==> config.mk <==
export PLATFORM = sky130hd
export DESIGN_NAME = firewall_rule_range_table_core
export DESIGN_NICKNAME = d
export VERILOG_FILES = /design/src/hw/rtl/frrt_pkg.sv /design/src/hw/rtl/frrt_ctrl.sv /design/src/hw/rtl/frrt_datapath.sv /design/src/hw/rtl/firewall_rule_range_table_core.sv
export SDC_FILE = /design/constraint.sdc
export NUM_CORES = 2
export LEC_CHECK = 0
export ABC_CLOCK_PERIOD_IN_PS = 14100
export BUFFER_PORTS_ARGS = -buffer_cell sky130_fd_sc_hd__buf_4
export CORE_ASPECT_RATIO = 0.7
export CORE_UTILIZATION = 50
export DETAILED_ROUTE_END_ITERATION = 16
export MAX_ROUTING_LAYER = met4
export PLACE_DENSITY_LB_ADDON = 0.15
export SYNTH_ARGS = -nofsm -noshare
export SYNTH_HDL_FRONTEND = slang
export SYNTH_SLANG_ARGS = --single-unit
==> constraint.sdc <==
create_clock -name clk -period 14.1 [get_ports clk]
set_input_delay 2.82 -clock clk [delete_from_list [all_inputs] [get_ports clk]]
set_output_delay 2.82 -clock clk [all_outputs]
set_load 0.05 [all_outputs]
==> src/hw/rtl/frrt_pkg.sv <==
// Shared types and constants for the firewall rule range table.
package frrt_pkg;

  // Default number of rule slots
  localparam int RULE_SLOTS_DEFAULT = 16;

  // Table entry layout: {port range, addr range, addr hi, addr lo, port hi, port lo}
  localparam int ENTRY_W = 98;

  // Item modes
  localparam logic [1:0] MODE_ADD   = 2'd0;
  localparam logic [1:0] MODE_DEL   = 2'd1;
  localparam logic [1:0] MODE_CHECK = 2'd2;

  // Result codes
  typedef enum logic [2:0] {
    ST_ADDED    = 3'd0,
    ST_INVALID  = 3'd1,
    ST_FULL     = 3'd2,
    ST_DELETED  = 3'd3,
    ST_NOTFOUND = 3'd4,
    ST_ACCEPT   = 3'd5,
    ST_REJECT   = 3'd6
  } status_t;

  // Controller states
  typedef enum logic {
    S_IDLE,
    S_SCAN
  } ctrl_state_t;

  // Controller to datapath commands
  typedef struct packed {
    logic load;
    logic scan;
    logic finish;
  } ctrl_cmd_t;

  // Datapath to controller status
  typedef struct packed {
    logic bad;
    logic hit;
    logic last;
  } dp_stat_t;

endpackage

==> src/hw/rtl/frrt_ctrl.sv <==
// Controller state machine for the rule table scan.
module frrt_ctrl (
  input  logic                 clk,
  input  logic                 rst,
  input  logic                 start,
  output logic                 busy,
  input  frrt_pkg::dp_stat_t   stat,
  output frrt_pkg::ctrl_cmd_t  cmd
);

  frrt_pkg::ctrl_state_t state, state_next;

  // State register
  always_ff @(posedge clk) begin
    if (rst) begin
      state <= frrt_pkg::S_IDLE;
    end else begin
      state <= state_next;
    end
  end

  // Next state and commands
  always_comb begin
    state_next = state;
    cmd        = '0;
    busy       = 1'b0;
    case (state)
      frrt_pkg::S_IDLE: begin
        if (start) begin
          cmd.load   = 1'b1;
          state_next = frrt_pkg::S_SCAN;
        end
      end
      frrt_pkg::S_SCAN: begin
        busy     = 1'b1;
        cmd.scan = 1'b1;
        // stop on a bad rule, the first matching slot, or after the last slot
        if (stat.bad || stat.hit || stat.last) begin
          cmd.finish = 1'b1;
          state_next = frrt_pkg::S_IDLE;
        end
      end
      default: begin
        state_next = frrt_pkg::S_IDLE;
      end
    endcase
  end

endmodule

==> src/hw/rtl/frrt_datapath.sv <==
// Datapath: item registers, rule memory, slot scan and result register.
module frrt_datapath #(
  parameter int RULE_SLOTS = frrt_pkg::RULE_SLOTS_DEFAULT
) (
  input  logic                 clk,
  input  logic                 rst,
  input  frrt_pkg::ctrl_cmd_t  cmd,
  output frrt_pkg::dp_stat_t   stat,
  input  logic [1:0]           mode,
  input  logic [31:0]          addr_low,
  input  logic [31:0]          addr_high,
  input  logic                 addr_is_range,
  input  logic [15:0]          port_low,
  input  logic [15:0]          port_high,
  input  logic                 port_is_range,
  output logic                 done,
  output logic [2:0]           status,
  output logic [3:0]           slot_index
);

  localparam int IDX_W = (RULE_SLOTS > 1) ? $clog2(RULE_SLOTS) : 1;
  localparam logic [IDX_W-1:0] LAST_IDX = IDX_W'(RULE_SLOTS - 1);

  // Latched item
  logic [1:0]  q_mode;
  logic [31:0] q_alo, q_ahi;
  logic        q_arng;
  logic [15:0] q_plo, q_phi;
  logic        q_prng;
  logic        q_bad;
  logic        bad_in;

  // Rule storage
  logic [frrt_pkg::ENTRY_W-1:0] mem [RULE_SLOTS];
  logic [RULE_SLOTS-1:0]        valid;

  // Scan pipeline
  logic [IDX_W-1:0]             rd_idx, cmp_idx;
  logic                         rd_live, cmp_vld;
  logic [frrt_pkg::ENTRY_W-1:0] rd_entry;
  logic                         rd_valid;

  // Entry fields
  logic [1:0]  e_rng;
  logic [31:0] e_ahi, e_alo;
  logic [15:0] e_phi, e_plo;
  logic        pok, aok, match, hit, wr_en, clr_en;
  logic [frrt_pkg::ENTRY_W-1:0] new_entry;
  frrt_pkg::status_t res_status;
  logic [IDX_W+3:0] idx_wide;

  // Rule check: mode 3 and non-ascending ranges on add/delete are invalid
  always_comb begin
    bad_in = 1'b0;
    if (mode == frrt_pkg::MODE_ADD || mode == frrt_pkg::MODE_DEL) begin
      bad_in = (addr_is_range && !(addr_high > addr_low)) ||
               (port_is_range && !(port_high > port_low));
    end else if (mode != frrt_pkg::MODE_CHECK) begin
      bad_in = 1'b1;
    end
  end

  // Item capture; high parts are stored as zero without a range
  always_ff @(posedge clk) begin
    if (cmd.load) begin
      q_mode <= mode;
      q_alo  <= addr_low;
      q_ahi  <= addr_is_range ? addr_high : '0;
      q_arng <= addr_is_range;
      q_plo  <= port_low;
      q_phi  <= port_is_range ? port_high : '0;
      q_prng <= port_is_range;
      q_bad  <= bad_in;
    end
  end

  // Scan counters: read slot rd_idx, compare slot cmp_idx in the next cycle
  always_ff @(posedge clk) begin
    if (rst) begin
      rd_idx   <= '0;
      cmp_idx  <= '0;
      rd_live  <= 1'b0;
      cmp_vld  <= 1'b0;
      rd_valid <= 1'b0;
    end else if (cmd.load) begin
      rd_idx  <= '0;
      rd_live <= 1'b1;
      cmp_vld <= 1'b0;
    end else if (cmd.scan) begin
      cmp_vld  <= rd_live;
      cmp_idx  <= rd_idx;
      rd_valid <= valid[rd_idx];
      if (rd_live) begin
        rd_live <= (rd_idx != LAST_IDX);
        if (rd_idx != LAST_IDX) begin
          rd_idx <= rd_idx + 1'b1;
        end
      end
    end else begin
      cmp_vld <= 1'b0;
    end
  end

  // Rule memory: one read port for the scan, one write port for add
  always_ff @(posedge clk) begin
    if (cmd.scan && rd_live) begin
      rd_entry <= mem[rd_idx];
    end
    if (wr_en) begin
      mem[cmp_idx] <= new_entry;
    end
  end

  assign new_entry = {q_prng, q_arng, q_ahi, q_alo, q_phi, q_plo};

  // Valid bits
  always_ff @(posedge clk) begin
    if (rst) begin
      valid <= '0;
    end else if (wr_en) begin
      valid[cmp_idx] <= 1'b1;
    end else if (clr_en) begin
      valid[cmp_idx] <= 1'b0;
    end
  end

  // Slot compare
  assign e_rng = rd_entry[97:96];
  assign e_ahi = rd_entry[95:64];
  assign e_alo = rd_entry[63:32];
  assign e_phi = rd_entry[31:16];
  assign e_plo = rd_entry[15:0];

  assign pok = e_rng[1] ? (q_plo >= e_plo && q_plo <= e_phi) : (q_plo == e_plo);
  assign aok = e_rng[0] ? (q_alo >= e_alo && q_alo <= e_ahi) : (q_alo == e_alo);

  always_comb begin
    case (q_mode)
      frrt_pkg::MODE_ADD:   match = !rd_valid;
      frrt_pkg::MODE_DEL:   match = rd_valid && (e_rng == {q_prng, q_arng}) &&
                                    (e_alo == q_alo) && (e_ahi == q_ahi) &&
                                    (e_plo == q_plo) && (e_phi == q_phi);
      frrt_pkg::MODE_CHECK: match = rd_valid && pok && aok;
      default:              match = 1'b0;
    endcase
  end

  assign hit       = cmp_vld && match && !q_bad;
  assign stat.bad  = q_bad;
  assign stat.hit  = hit;
  assign stat.last = cmp_vld && (cmp_idx == LAST_IDX);

  assign wr_en  = cmd.finish && hit && (q_mode == frrt_pkg::MODE_ADD);
  assign clr_en = cmd.finish && hit && (q_mode == frrt_pkg::MODE_DEL);

  // Result code
  always_comb begin
    if (q_bad) begin
      res_status = frrt_pkg::ST_INVALID;
    end else begin
      case (q_mode)
        frrt_pkg::MODE_ADD:   res_status = hit ? frrt_pkg::ST_ADDED   : frrt_pkg::ST_FULL;
        frrt_pkg::MODE_DEL:   res_status = hit ? frrt_pkg::ST_DELETED : frrt_pkg::ST_NOTFOUND;
        frrt_pkg::MODE_CHECK: res_status = hit ? frrt_pkg::ST_ACCEPT  : frrt_pkg::ST_REJECT;
        default:              res_status = frrt_pkg::ST_INVALID;
      endcase
    end
  end

  assign idx_wide = {4'b0000, cmp_idx};

  // Result register, one-cycle strobe
  always_ff @(posedge clk) begin
    if (rst) begin
      done <= 1'b0;
    end else begin
      done <= cmd.finish;
    end
  end

  always_ff @(posedge clk) begin
    if (cmd.finish) begin
      status     <= res_status;
      slot_index <= hit ? idx_wide[3:0] : 4'd0;
    end
  end

endmodule

==> src/hw/rtl/firewall_rule_range_table_core.sv <==
// Top level of the firewall rule range table.
// An item (add, delete or check) is taken when start is high and busy is low.
// Every item gives one result: done is high for one cycle with status and
// slot_index, and the receiver cannot stall it. Valid items walk the slots in
// order, one slot per cycle, through the single read port of the rule memory
// and one set of comparators, stopping at the first matching slot or after the
// last slot; an invalid item ends without comparing any slot. A new item may
// be started in the cycle that done is high. Reset clears the valid bits at
// once, so there is no clearing pass.
module firewall_rule_range_table_core #(
  parameter int RULE_SLOTS = frrt_pkg::RULE_SLOTS_DEFAULT
) (
  input  logic        clk,
  input  logic        rst,
  input  logic        start,
  output logic        busy,
  input  logic [1:0]  mode,
  input  logic [31:0] addr_low,
  input  logic [31:0] addr_high,
  input  logic        addr_is_range,
  input  logic [15:0] port_low,
  input  logic [15:0] port_high,
  input  logic        port_is_range,
  output logic        done,
  output logic [2:0]  status,
  output logic [3:0]  slot_index
);

  frrt_pkg::ctrl_cmd_t cmd;
  frrt_pkg::dp_stat_t  stat;

  // Sequencer
  frrt_ctrl u_ctrl (
    .clk   (clk),
    .rst   (rst),
    .start (start),
    .busy  (busy),
    .stat  (stat),
    .cmd   (cmd)
  );

  // Table and compare datapath
  frrt_datapath #(
    .RULE_SLOTS (RULE_SLOTS)
  ) u_dp (
    .clk           (clk),
    .rst           (rst),
    .cmd           (cmd),
    .stat          (stat),
    .mode          (mode),
    .addr_low      (addr_low),
    .addr_high     (addr_high),
    .addr_is_range (addr_is_range),
    .port_low      (port_low),
    .port_high     (port_high),
    .port_is_range (port_is_range),
    .done          (done),
    .status        (status),
    .slot_index    (slot_index)
  );

endmodule

==> flow_summary.toml <==
[run]
maxCapViolations = 0

[yosys]
syn_nets = 3456
yosysWarningCount = 0
synth_seq_cells = 1803
synth_ff_type = "edfxtp_1"
yosys.area.top_type_share = 0.751
ys_seq_area_frac = 0.759
yosysTopAreaCell = "edfxtp_1"
synth_most_common_cell = "edfxtp_1"
synth-edff-count = 1774
synth_cell_type_count = 59
synth_area_leaders = "edfxtp_1, mux4_2, ha_1"
avgSynthCellArea_um2 = 22.1
ys_async_sr_fraction = 0
synth_commonest_cells = "edfxtp_1, mux4_2, inv_1, ha_1, clkbuf_1"
synth_cells = 3208
synth_area_um2 = 71000

[grt]
grt_pass1_wl_mm = 249
grt_max_degree = 121
antenna_found_initial = 6
grt_pass1_vias = 34600
grt_use_total = 0.255
grt-ovfl-total = 0

[critical_path]
r2r_end = "u_dp.mem[14][74]"
crit_family = "simple AND/OR/NAND/NOR gates"
path_cells = "ha_1 -> nand4_1 -> nor4_2 -> nor4_1 -> o31ai_1 -> nand4_1 -> o31ai_4 -> nand2_2 -> nor4_2 -> buf_4 -> buf_4"
max_stage_delay_ns = 0.97
worstPathRequired_ns = 14.52
critPathMaxFanout = 41
r2r_setup_slack_ns = 7.22
cp.buffers_inverters = 2
critPathLaunchType = "register"
reg2regPathDepth = 11
rr_startpoint = "u_dp.q_plo[13]"
cp_slowest_cell = "o31ai_4"
crit_type = "register to register"
worstPathArrival_ns = 7.30
end_kind = "register"

[timing]
holdWs_ns = 0.505
fin_crit_ns = 6.88
hold_viol = 0
period_share = 0.488
worstMarginPinSlew_ns = 1.20
maxClockFrequency_mhz = 145
fin_skew_ns = 0.0274
tns_ns = 0
max_slew_margin = 0.196
rsz0062_at_grt = "no"
setup_viol = 0
slew_violations = 0
fin_ws_ns = 7.22

[routing]
avgRoutedWirePerCell_um = 32.3
drc = 0
drt_iter0_markers = 4306
ant_nets = 0
drt_wl_total_mm = 175
num_vias = 33900
first_pass_iters = 6
vias_per_cell = 6.26

[floorplan]
rows = 115
initial_core_util = 0.505
fp.dieH_um = 317
dieArea_um2 = 143000
io_pins = 112
die_w_um = 452
core_area_um2 = 141000

[placed_design]
place_congestion = 0.873
hpwlAfterDp_mm = 95.0
port_buffers = 111
dpl_worst_slack_ns = 7.25

[layout]
area_growth_pct = 11.9
multi_input_area_um2 = 16100
drive_gt1_frac = 0.261
register_area_um2 = 53900
fillers = 10200
nets = 3665

[cts]
path_clk_slew_ns = 0.06
clkLatencyLatePin_ns = 0.81
cts_made_buffers = 164
cts.sinks = 1803
hold_buffers = 0
cts_setup_buffers = 0
ctsLongestPathBuffers = 3
htreeDepth = 4
cts_tree = "done"
post_cts_resized = 0
cts_root_buf = "clkbuf_16"

[power_and_ir_drop]
powerDensity_nw_per_um2 = 134
p_leak_uw = 0.0250
peakVddDrop_mv = 0.128

[outcome]
status = "completed"

[min_path]
holdCritPathClass = "register to register"
min_path_cells = 2
==> report_power, final <==
part           internal, uW  total (uW)  switching, uW
sequential             5930        6030            101
clock                  2420        4330           1920
combinational           106         253            147
total                  8450       10600           2170
==> per-layer routing <==
metal	vias to the layer above	part of all wire	wire [um]	track usage
li1	13900	-	-	-
met1	18400	0.43	74900	0.364
met2	1461	0.47	83000	0.388
met3	219	0.077	13500	0.0425
met4	0	0.020	3490	0.0656
met5	-	0	0	-
==> per-stage QoR <==
stage	std cells	util	instance area (um^2)	power, uW
CTS	5417	0.565	79400	10700
finish	5422	0.565	79400	10600
global route	5419	0.565	79400	10900
floorplan	3208	-	71000	6240
global placement	5123	0.528	74300	6380
detailed placement	5123	0.528	74300	6390
==> worst reg2reg max path: stages, from the launching register on <==
cell and delay [ns]:
edfxtp_1 0.62, ha_1 0.41, nand4_1 0.33, nor4_2 0.62, nor4_1 0.12, o31ai_1 0.57, nand4_1 0.28, o31ai_4 0.98
nand2_2 0.57, nor4_2 0.43, buf_4 0.67, buf_4 0.82
==> worst max-delay path by stage <==
stage / start / end / slack (ns) / depth (start not counted)
final: u_dp.q_plo[13] / u_dp.mem[14][74] / 7.22 / 11
after global routing: u_dp.q_plo[13] / u_dp.mem[14][71] / 6.90 / 11
after CTS: u_dp.q_plo[13] / u_dp.mem[14][74] / 7.23 / 11
after detailed placement: u_dp.q_plo[13] / u_dp.mem[14][64] / 7.25 / 11
after global placement: u_dp.q_plo[13] / u_dp.mem[7][86] / 7.33 / 10
after floorplan: u_dp.q_plo[13] / u_dp.mem[9][0] / 0.94 / 9
==> cells in the final DEF (no fill, tap or decap), drive strengths merged, types with 16 or more instances in the layout <==
master,instances
and2,49
xnor2,25
nor4,31
nor2,45
a21o,18
nand4,41
inv,166
dfxtp,29
ha,145
a21oi,51
buf,173
edfxtp,1774
clkbuf,209
mux4,495
clkinv,58
nand2,29
nand3,16
o21ai,20
==> logic make-up (layout without fill, tap and decap cells) <==
kind of cell	Yosys count	count (layout)	synth area share
other cells	0	5	0
fa+ha+maj	145	145	0.0256
xor+xnor	40	40	0.00494
flops	1803	1803	0.759
compound gates	170	170	0.0162
buf+inv	285	622	0.0154
mux	502	502	0.158
simple gates	263	263	0.0208
==> area by class of cell <==
cell class                      instances  area share
Antenna cell                            5    0.000158
Clock buffer                          209      0.0551
Clock inverter                         85     0.00955
Inverter                              155     0.00736
Multi-Input combinational cell       1120       0.203
Sequential cell                      1803       0.678
Tap cell                             1872      0.0295
Timing Repair Buffer                  173      0.0171
==> state kept, by name, indices dropped and copies added, names as in the netlist, 2 cells and up, named ones only <==
name and cells:
u_dp.q_mode 2, u_dp.q_alo 32, u_dp.status 3, u_dp.rd_idx 4, u_dp.slot_index 4, u_dp.cmp_idx 4
u_dp.q_ahi 32, u_dp.mem 1568, u_dp.rd_entry 98, u_dp.q_phi 16, u_dp.q_plo 16
Note: power is estimated with default switching activity, not from simulation.
